===== src/hw/rtl/sha256_pkg.sv =====
// Package of the SHA-256 message hasher: state codes, command and status
// structs, round constants and initial hash values. No dependencies.
`default_nettype none
package sha256_pkg;

  localparam logic [5:0] FILL_LAST = 6'd63;
  localparam logic [5:0] LEN_POS   = 6'd56;
  localparam logic [7:0] PAD_BYTE  = 8'h80;
  localparam logic [2:0] WORD_LAST = 3'd7;
  localparam logic [5:0] ROUND_LAST = 6'd63;

  typedef enum logic [2:0] {
    ST_IDLE, ST_PAD80, ST_PADZERO, ST_PADLEN, ST_COMP, ST_FIN, ST_OUT
  } state_t;

  typedef enum logic [1:0] {
    SEL_MSG, SEL_PAD80, SEL_ZERO, SEL_LEN
  } byte_sel_t;

  typedef struct packed {
    logic      push;
    byte_sel_t sel;
    logic [2:0] len_idx;
    logic      cnt_inc;
    logic      start;
    logic      round_en;
    logic [5:0] round;
    logic      fin;
    logic [2:0] out_idx;
    logic      restart;
  } cmd_t;

  typedef struct packed {
    logic [5:0] fill;
  } status_t;

  localparam logic [31:0] INIT_H [8] = '{
    32'h6a09e667, 32'hbb67ae85, 32'h3c6ef372, 32'ha54ff53a,
    32'h510e527f, 32'h9b05688c, 32'h1f83d9ab, 32'h5be0cd19};

  localparam logic [31:0] ROUND_K [64] = '{
    32'h428a2f98, 32'h71374491, 32'hb5c0fbcf, 32'he9b5dba5,
    32'h3956c25b, 32'h59f111f1, 32'h923f82a4, 32'hab1c5ed5,
    32'hd807aa98, 32'h12835b01, 32'h243185be, 32'h550c7dc3,
    32'h72be5d74, 32'h80deb1fe, 32'h9bdc06a7, 32'hc19bf174,
    32'he49b69c1, 32'hefbe4786, 32'h0fc19dc6, 32'h240ca1cc,
    32'h2de92c6f, 32'h4a7484aa, 32'h5cb0a9dc, 32'h76f988da,
    32'h983e5152, 32'ha831c66d, 32'hb00327c8, 32'hbf597fc7,
    32'hc6e00bf3, 32'hd5a79147, 32'h06ca6351, 32'h14292967,
    32'h27b70a85, 32'h2e1b2138, 32'h4d2c6dfc, 32'h53380d13,
    32'h650a7354, 32'h766a0abb, 32'h81c2c92e, 32'h92722c85,
    32'ha2bfe8a1, 32'ha81a664b, 32'hc24b8b70, 32'hc76c51a3,
    32'hd192e819, 32'hd6990624, 32'hf40e3585, 32'h106aa070,
    32'h19a4c116, 32'h1e376c08, 32'h2748774c, 32'h34b0bcb5,
    32'h391c0cb3, 32'h4ed8aa4a, 32'h5b9cca4f, 32'h682e6ff3,
    32'h748f82ee, 32'h78a5636f, 32'h84c87814, 32'h8cc70208,
    32'h90befffa, 32'ha4506ceb, 32'hbef9a3f7, 32'hc67178f2};

  function automatic logic [31:0] rotr(input logic [31:0] v, input int unsigned n);
    rotr = (v >> n) | (v << (32 - n));
  endfunction

endpackage
`default_nettype wire


===== src/hw/rtl/sha256_ctrl.sv =====
// Controller of the SHA-256 hasher: sequences byte intake, padding,
// compression rounds and digest output. Uses sha256_pkg.
`default_nettype none
module sha256_ctrl (
  input  wire logic             clk,
  input  wire logic             rst_n,
  input  wire logic             in_valid,
  input  wire logic             in_has_byte,
  input  wire logic             in_eom,
  output logic                  in_ready,
  output logic                  out_valid,
  input  wire logic             out_ready,
  output logic                  out_last,
  input  wire sha256_pkg::status_t sts,
  output sha256_pkg::cmd_t      cmd
);

  sha256_pkg::state_t state_r, state_nxt, ret_r, ret_nxt;
  logic [5:0] round_r, round_nxt;
  logic [2:0] len_r, len_nxt;
  logic [2:0] oidx_r, oidx_nxt;

  // Hold control state
  always_ff @(posedge clk) begin
    if (!rst_n) begin
      state_r <= sha256_pkg::ST_IDLE;
      ret_r   <= sha256_pkg::ST_IDLE;
      round_r <= '0;
      len_r   <= '0;
      oidx_r  <= '0;
    end else begin
      state_r <= state_nxt;
      ret_r   <= ret_nxt;
      round_r <= round_nxt;
      len_r   <= len_nxt;
      oidx_r  <= oidx_nxt;
    end
  end

  // Next state and datapath commands
  always_comb begin
    state_nxt = state_r;
    ret_nxt   = ret_r;
    round_nxt = round_r;
    len_nxt   = len_r;
    oidx_nxt  = oidx_r;
    in_ready  = 1'b0;
    out_valid = 1'b0;
    out_last  = (oidx_r == sha256_pkg::WORD_LAST);
    cmd       = '0;
    cmd.sel   = sha256_pkg::SEL_MSG;
    cmd.len_idx = len_r;
    cmd.round   = round_r;
    cmd.out_idx = oidx_r;
    unique case (state_r)
      sha256_pkg::ST_IDLE: begin
        in_ready = 1'b1;
        if (in_valid) begin
          cmd.push    = in_has_byte;
          cmd.cnt_inc = in_has_byte;
          if (in_has_byte && sts.fill == sha256_pkg::FILL_LAST) begin
            cmd.start = 1'b1;
            round_nxt = '0;
            state_nxt = sha256_pkg::ST_COMP;
            ret_nxt   = in_eom ? sha256_pkg::ST_PAD80 : sha256_pkg::ST_IDLE;
          end else if (in_eom) begin
            state_nxt = sha256_pkg::ST_PAD80;
          end
        end
      end
      sha256_pkg::ST_PAD80: begin
        cmd.push = 1'b1;
        cmd.sel  = sha256_pkg::SEL_PAD80;
        state_nxt = sha256_pkg::ST_PADZERO;
        if (sts.fill == sha256_pkg::FILL_LAST) begin
          cmd.start = 1'b1;
          round_nxt = '0;
          state_nxt = sha256_pkg::ST_COMP;
          ret_nxt   = sha256_pkg::ST_PADZERO;
        end
      end
      sha256_pkg::ST_PADZERO: begin
        if (sts.fill == sha256_pkg::LEN_POS) begin
          len_nxt   = '0;
          state_nxt = sha256_pkg::ST_PADLEN;
        end else begin
          cmd.push = 1'b1;
          cmd.sel  = sha256_pkg::SEL_ZERO;
          if (sts.fill == sha256_pkg::FILL_LAST) begin
            cmd.start = 1'b1;
            round_nxt = '0;
            state_nxt = sha256_pkg::ST_COMP;
            ret_nxt   = sha256_pkg::ST_PADZERO;
          end
        end
      end
      sha256_pkg::ST_PADLEN: begin
        cmd.push = 1'b1;
        cmd.sel  = sha256_pkg::SEL_LEN;
        len_nxt  = len_r + 3'd1;
        if (len_r == sha256_pkg::WORD_LAST) begin
          cmd.start = 1'b1;
          round_nxt = '0;
          state_nxt = sha256_pkg::ST_COMP;
          ret_nxt   = sha256_pkg::ST_OUT;
        end
      end
      sha256_pkg::ST_COMP: begin
        cmd.round_en = 1'b1;
        round_nxt = round_r + 6'd1;
        if (round_r == sha256_pkg::ROUND_LAST) begin
          state_nxt = sha256_pkg::ST_FIN;
        end
      end
      sha256_pkg::ST_FIN: begin
        cmd.fin   = 1'b1;
        oidx_nxt  = '0;
        state_nxt = ret_r;
      end
      sha256_pkg::ST_OUT: begin
        out_valid = 1'b1;
        if (out_ready) begin
          oidx_nxt = oidx_r + 3'd1;
          if (oidx_r == sha256_pkg::WORD_LAST) begin
            cmd.restart = 1'b1;
            state_nxt   = sha256_pkg::ST_IDLE;
          end
        end
      end
      default: state_nxt = sha256_pkg::ST_IDLE;
    endcase
  end

endmodule
`default_nettype wire


===== src/hw/rtl/sha256_datapath.sv =====
// Datapath of the SHA-256 hasher: word assembly, 16-word schedule window,
// round unit, chaining words and counters. Uses sha256_pkg.
`default_nettype none
module sha256_datapath (
  input  wire logic             clk,
  input  wire logic             rst_n,
  input  wire sha256_pkg::cmd_t cmd,
  input  wire logic [7:0]       in_byte,
  output sha256_pkg::status_t   sts,
  output logic [31:0]           digest_word
);

  logic [5:0]  fill_r;
  logic [60:0] count_r;
  logic [23:0] part_r;
  logic [31:0] w_r [16];
  logic [31:0] s_r [8];
  logic [31:0] chain_r [8];
  logic [7:0]  byte_mux;
  logic [63:0] bits;
  logic [31:0] w_sched, a, e, t1, t2, w_new;
  logic        word_done;

  assign bits = {count_r, 3'b000};
  assign sts.fill = fill_r;
  assign digest_word = chain_r[cmd.out_idx];

  // Pick the byte to push
  always_comb begin
    unique case (cmd.sel)
      sha256_pkg::SEL_MSG:   byte_mux = in_byte;
      sha256_pkg::SEL_PAD80: byte_mux = sha256_pkg::PAD_BYTE;
      sha256_pkg::SEL_ZERO:  byte_mux = 8'h00;
      sha256_pkg::SEL_LEN:   byte_mux = 8'(bits >> {~cmd.len_idx, 3'b000});
      default:               byte_mux = 8'h00;
    endcase
  end

  // One round of compression plus the next schedule word
  always_comb begin
    a = s_r[0];
    e = s_r[4];
    t1 = s_r[7] + (sha256_pkg::rotr(e, 6) ^ sha256_pkg::rotr(e, 11) ^
         sha256_pkg::rotr(e, 25)) + ((e & s_r[5]) ^ (~e & s_r[6])) +
         sha256_pkg::ROUND_K[cmd.round] + w_r[0];
    t2 = (sha256_pkg::rotr(a, 2) ^ sha256_pkg::rotr(a, 13) ^ sha256_pkg::rotr(a, 22)) +
         ((a & s_r[1]) ^ (a & s_r[2]) ^ (s_r[1] & s_r[2]));
    w_sched = w_r[0] + (sha256_pkg::rotr(w_r[1], 7) ^ sha256_pkg::rotr(w_r[1], 18) ^
              (w_r[1] >> 3)) + w_r[9] + (sha256_pkg::rotr(w_r[14], 17) ^
              sha256_pkg::rotr(w_r[14], 19) ^ (w_r[14] >> 10));
    word_done = cmd.push && (fill_r[1:0] == 2'b11);
    w_new = cmd.round_en ? w_sched : {part_r, byte_mux};
  end

  // Advance counters and the chaining words
  always_ff @(posedge clk) begin
    if (!rst_n) begin
      fill_r  <= '0;
      count_r <= '0;
      for (int i = 0; i < 8; i++) chain_r[i] <= sha256_pkg::INIT_H[i];
    end else begin
      if (cmd.push) fill_r <= fill_r + 6'd1;
      if (cmd.restart) begin
        count_r <= '0;
        for (int i = 0; i < 8; i++) chain_r[i] <= sha256_pkg::INIT_H[i];
      end else begin
        if (cmd.cnt_inc) count_r <= count_r + 61'd1;
        if (cmd.fin) begin
          for (int i = 0; i < 8; i++) chain_r[i] <= chain_r[i] + s_r[i];
        end
      end
    end
  end

  // Shift bytes into words, words into the schedule window; run rounds
  always_ff @(posedge clk) begin
    if (cmd.push) part_r <= {part_r[15:0], byte_mux};
    if (word_done || cmd.round_en) begin
      for (int i = 0; i < 15; i++) w_r[i] <= w_r[i + 1];
      w_r[15] <= w_new;
    end
    if (cmd.start) begin
      for (int i = 0; i < 8; i++) s_r[i] <= chain_r[i];
    end else if (cmd.round_en) begin
      s_r[7] <= s_r[6];
      s_r[6] <= s_r[5];
      s_r[5] <= s_r[4];
      s_r[4] <= s_r[3] + t1;
      s_r[3] <= s_r[2];
      s_r[2] <= s_r[1];
      s_r[1] <= s_r[0];
      s_r[0] <= t1 + t2;
    end
  end

endmodule
`default_nettype wire


===== src/hw/rtl/sha256_message_hasher_top.sv =====
// Top level of the SHA-256 message hasher: stream ports around the
// controller and datapath. Uses sha256_pkg, sha256_ctrl, sha256_datapath.
//
// Usage:
//   Input stream: one request per message byte; in_tuser flags a byte,
//   in_tlast ends the message (with or without a byte, so an empty
//   message is a bare end mark).
//   Output stream: eight 32-bit digest words per message, index in
//   out_tuser (0 is most significant), out_tlast on the eighth word.
//   Flow: each full 64-byte block is compressed by 64 rounds of the single
//   round unit plus the final add, during which in_tready is low. At end
//   of message padding feeds one byte per cycle, pausing while a block is
//   compressed and before the length bytes, and takes one more block when
//   the length spills; the last block is compressed the same way, then the
//   words appear one per cycle while the receiver is ready.
//   The input is stalled while the digest is delivered; a stalled receiver
//   holds the current word, and the hasher restarts after the last word.
//   Reset: synchronous, active low, loads the initial hash values and
//   clears the byte and fill counts.
`default_nettype none
module sha256_message_hasher_top (
  input  wire logic        clk,
  input  wire logic        rst_n,
  input  wire logic        in_tvalid,
  output logic             in_tready,
  input  wire logic [7:0]  in_tdata,   // [7:0] message_byte
  input  wire logic        in_tuser,   // [0] has_byte
  input  wire logic        in_tlast,   // end_of_message
  output logic             out_tvalid,
  input  wire logic        out_tready,
  output logic [31:0]      out_tdata,  // [31:0] digest_word
  output logic [2:0]       out_tuser,  // [2:0] word_index
  output logic             out_tlast   // last_word
);

  sha256_pkg::cmd_t    cmd;
  sha256_pkg::status_t sts;

  sha256_ctrl u_ctrl (
    .clk, .rst_n,
    .in_valid(in_tvalid), .in_has_byte(in_tuser), .in_eom(in_tlast),
    .in_ready(in_tready), .out_valid(out_tvalid), .out_ready(out_tready),
    .out_last(out_tlast), .sts, .cmd
  );

  sha256_datapath u_dp (
    .clk, .rst_n, .cmd, .in_byte(in_tdata), .sts, .digest_word(out_tdata)
  );

  assign out_tuser = cmd.out_idx;

endmodule
`default_nettype wire


===== config.mk =====
export PLATFORM = sky130hd
export DESIGN_NAME = sha256_message_hasher_top
export DESIGN_NICKNAME = d
export VERILOG_FILES = /design/src/hw/rtl/sha256_pkg.sv /design/src/hw/rtl/sha256_ctrl.sv /design/src/hw/rtl/sha256_datapath.sv /design/src/hw/rtl/sha256_message_hasher_top.sv
export SDC_FILE = /design/constraint.sdc
export NUM_CORES = 2
export LEC_CHECK = 0
export BUFFER_PORTS_ARGS = -buffer_cell sky130_fd_sc_hd__buf_2
export CAP_MARGIN = 25
export CORE_ASPECT_RATIO = 0.9
export CORE_MARGIN = 2
export CORE_UTILIZATION = 45
export CTS_BUF_LIST = sky130_fd_sc_hd__clkbuf_2
export CTS_CLUSTER_SIZE = 8
export DETAILED_ROUTE_END_ITERATION = 12
export GPL_ROUTABILITY_DRIVEN = 0
export PLACE_DENSITY = 0.68
export SLEW_MARGIN = 20
export SYNTH_ARGS = -nofsm -noshare
export SYNTH_HDL_FRONTEND = slang
export SYNTH_SLANG_ARGS = --single-unit

===== constraint.sdc =====
create_clock -name clk -period 41.1 [get_ports clk]
set_input_delay 8.22 -clock clk [delete_from_list [all_inputs] [get_ports clk]]
set_output_delay 8.22 -clock clk [all_outputs]
set_load 0.02 [all_outputs]

==> flow_summary.yaml <==
clock_network:
  ctsRootBufferMaster: "clkbuf_2"
  cts_hold_buffers: 0
  insertion_delay_ns: 1.77
  htreeDepth: 5
  clkSlewWorstSetupHoldPaths_ns: 0.10
  cts_setup_buffers: 0
  cts_buffers: 315
  cts.repair.resized: 0
  cts_sinks: 1136
  cts_tree: "built"
  ctsLongestPathBuffers: 4
final_layout:
  layout_common_cells: "nand2_1, edfxtp_1, clkbuf_2"
  syn_to_final_growth_pct: 7.06
  nNetsFinal: 7291
  drive_above_1_share_pct: 11.4
  final_common_cell: "nand2_1"
  fill_cells: 14000
  fin_area_mm2: 0.0750
setup_path:
  cp.required_ns: 32.88
  path_delay_family: "multiplexers"
  slowest_delay_ns: 0.82
  crit_path_max_fanout: 34
  critPathKind: "flop to primary output"
  critPathCaptureType: "primary output"
  cp_num_buf_inv: 2
  crit_path_top_delay_cell: "dfxtp_4"
  cp-start-kind: "flop"
  crit_path_cell_trace: "buf_4 > mux4_2 > mux2_2 > buf_2"
  crit_arrival_ns: 4.46
hold_path:
  worstHoldPathType: "flop to flop"
pwr:
  p_comb_share_pct: 47.7
  internal_power_mw: 2.47
  switching_share_pct: 41.3
  switchingPower_mw: 1.74
  clock_power_share_pct: 19.0
  peakVddDrop_uv: 48.8
  power_frac_seq_pct: 33.3
  leakage_nw: 28.5
  p_total_mw: 4.21
  cellPowerDensity_mw_per_mm2: 56.1
yosys:
  yosys.area.top_type: "edfxtp_1"
  syn_area_mm2: 0.0700
  synth-edff-count: 1016
  async_flop_share_pct: 0
  avgSynthCellArea_um2: 10.7
  yosys_warnings: 0
  ys_top_cells_by_area: "edfxtp_1, ha_1, nand2_1"
  ys_ff_latch: 1136
  ys_seq_area_share_pct: 47.0
  synth_cells: 6549
  synth_top_area_share_pct: 43.6
  synth_flop_cell: "edfxtp_1"
  syn_nets: 7158
  ys_types: 87
global_routing:
  grt_overflow: 0
  met3_usage_pct: 5.72
  antenna_found_initial: 3
  grt_max_degree: 215
  grt_pass1_vias: 49800
  top_usage_layer: "met2"
  grtUsageMet1_pct: 35.4
  grt.total_usage_pct: 25.1
  use_met2_pct: 36.6
  grt_pass1_wl_um: 300000
detailed_routing:
  wl_per_cell_um: 22.4
  routed_wl_um: 201000
  vias_per_cell: 5.85
  drt-pass1-iter-count: 12
  drc: 2
  drt_iter0_drc: 7189
  ant_nets: 0
  vias: 52500
timing:
  finalSetupViolCount: 0
  tns_ns: 0
  finalCritPeriodShare_pct: 30.9
  hold_violations: 0
  slew_headroom_pct: 21.5
  worst_pin_slew_ns: 1.18
  skew_ns: 0.210
  grt_setup_unrepaired: "false"
  clock.fmax_mhz: 78.9
  finalMaxSlewViolations: 0
  period_needed_ns: 12.68
floorplanning:
  die_h_um: 378
  start_util_pct: 45.3
  die-area_mm2: 0.159
  coreArea_mm2: 0.155
  io_pins: 52
  row_count: 137
  die_w_um: 420
status:
  violations: "DRC"
  status: "finished with violations"
place:
  hpwlAfterDp_um: 147000
  placed_cell_area_mm2: 0.0723
  portBuffers: 51
run:
  cap_violations: 0
## power groups by stage
stage	clock [mW]	combinational, mW	sequential [mW]
3_5_place_dp	0	1.95	1.43
3_3_place_gp	0	1.90	1.42
6_report	0.799	2.01	1.40
2_1_floorplan	0	1.50	1.43
4_1_cts	0.824	1.97	1.40
5_1_grt	0.878	2.21	1.41
## path summary, 6_finish.rpt
check	startpoint	to	slack, ns	depth (start not counted)
setup / recovery	flop	out_tdata[22]	28.42	4
hold / removal	u_dp.w_r[7][57]	u_dp.w_r[7][25]	0.24	0
setup reg to reg	u_ctrl.round_r[1]	u_dp.s_r[0][31]	29.80	36
hold reg to reg	u_dp.w_r[7][57]	u_dp.w_r[7][25]	0.24	0
## cell usage after synthesis, drive strengths merged (19+ instances only)
cell type  count
o21a          60
xor2         210
buf           49
inv          294
o21ai        373
o21bai        46
nand2b        68
and2          19
o31ai         37
fa           195
mux2i         37
edfxtp      1016
or3           52
and3          51
nand3        125
dfxtp        120
a21oi        374
clkbuf       237
nor2b         50
ha           400
xnor2        373
a21o         162
nor2         416
a31oi         42
or2           28
maj3          23
nand4         31
nor3         100
a211oi        71
mux2          50
mux4          81
nand2       1056
o211ai        41
## area by class of cell
| type | count | area, µm² | share of cell area, % |
|---|---|---|---|
| Antenna cell | 6 | 15.0 | 0.0200 |
| Clock buffer | 467 | 2340 | 3.12 |
| Clock inverter | 54 | 297 | 0.395 |
| Inverter | 296 | 1110 | 1.48 |
| Multi-Input combinational cell | 4831 | 35000 | 46.7 |
| Sequential cell | 1136 | 32900 | 43.9 |
| Tap cell | 2085 | 2610 | 3.48 |
| Timing Repair Buffer | 102 | 689 | 0.919 |
## logic make-up after synthesis
| group | synth area share (%) |
|---|---|
| AO/OA/AOI/OAI | 12.6 |
| XOR/XNOR | 7.32 |
| AND/OR/NAND/NOR | 12.9 |
| adder cells (fa/ha/maj) | 13.0 |
| flip-flops | 47.0 |
| buffers and inverters | 3.17 |
| multiplexers | 3.94 |
## per-stage QoR
stage	hold WS, ns	worst slack [ns]	std cells	util, %
CTS	0.229	28.11	8971	48.4
detailed placement	0.405	28.37	8450	46.7
floorplan	0.400	19.97	6549	-
global route	0.262	28.08	8973	48.4
finish	0.241	28.42	8977	48.5
global placement	0.400	28.48	8449	46.7
## per-layer routing
| layer | vias to the layer above | routed length (µm) |
|---|---|---|
| met4 | 2 | 9370 |
| met2 | 2893 | 85200 |
| met1 | 25200 | 84000 |
| met3 | 484 | 22400 |
| met5 | - | 13 |
| li1 | 24000 | - |
## worst reg2reg max path: cells and delay by family (launching register included)
kind / cells / cell delay, ns
AO/OA/AOI/OAI: 15 / 3.84
adder cells (fa/ha/maj): 8 / 3.78
AND/OR/NAND/NOR: 4 / 0.84
flip-flops: 1 / 0.32
multiplexers: 1 / 0.27
buffers and inverters: 6 / 1.22
XOR/XNOR: 2 / 0.79
## sequential cells by signal (all words and copies together) (netlist names), named ones only
signal and count:
u_ctrl.state_r 3, u_dp.chain_r 256, u_ctrl.oidx_r 3, u_dp.count_r 61, u_ctrl.ret_r 3, u_ctrl.len_r 3, u_dp.sts 6, u_dp.s_r 256
u_dp.w_r 512, u_dp.part_r 24, u_ctrl.round_r 6
Power figures use the tool's default switching activity.
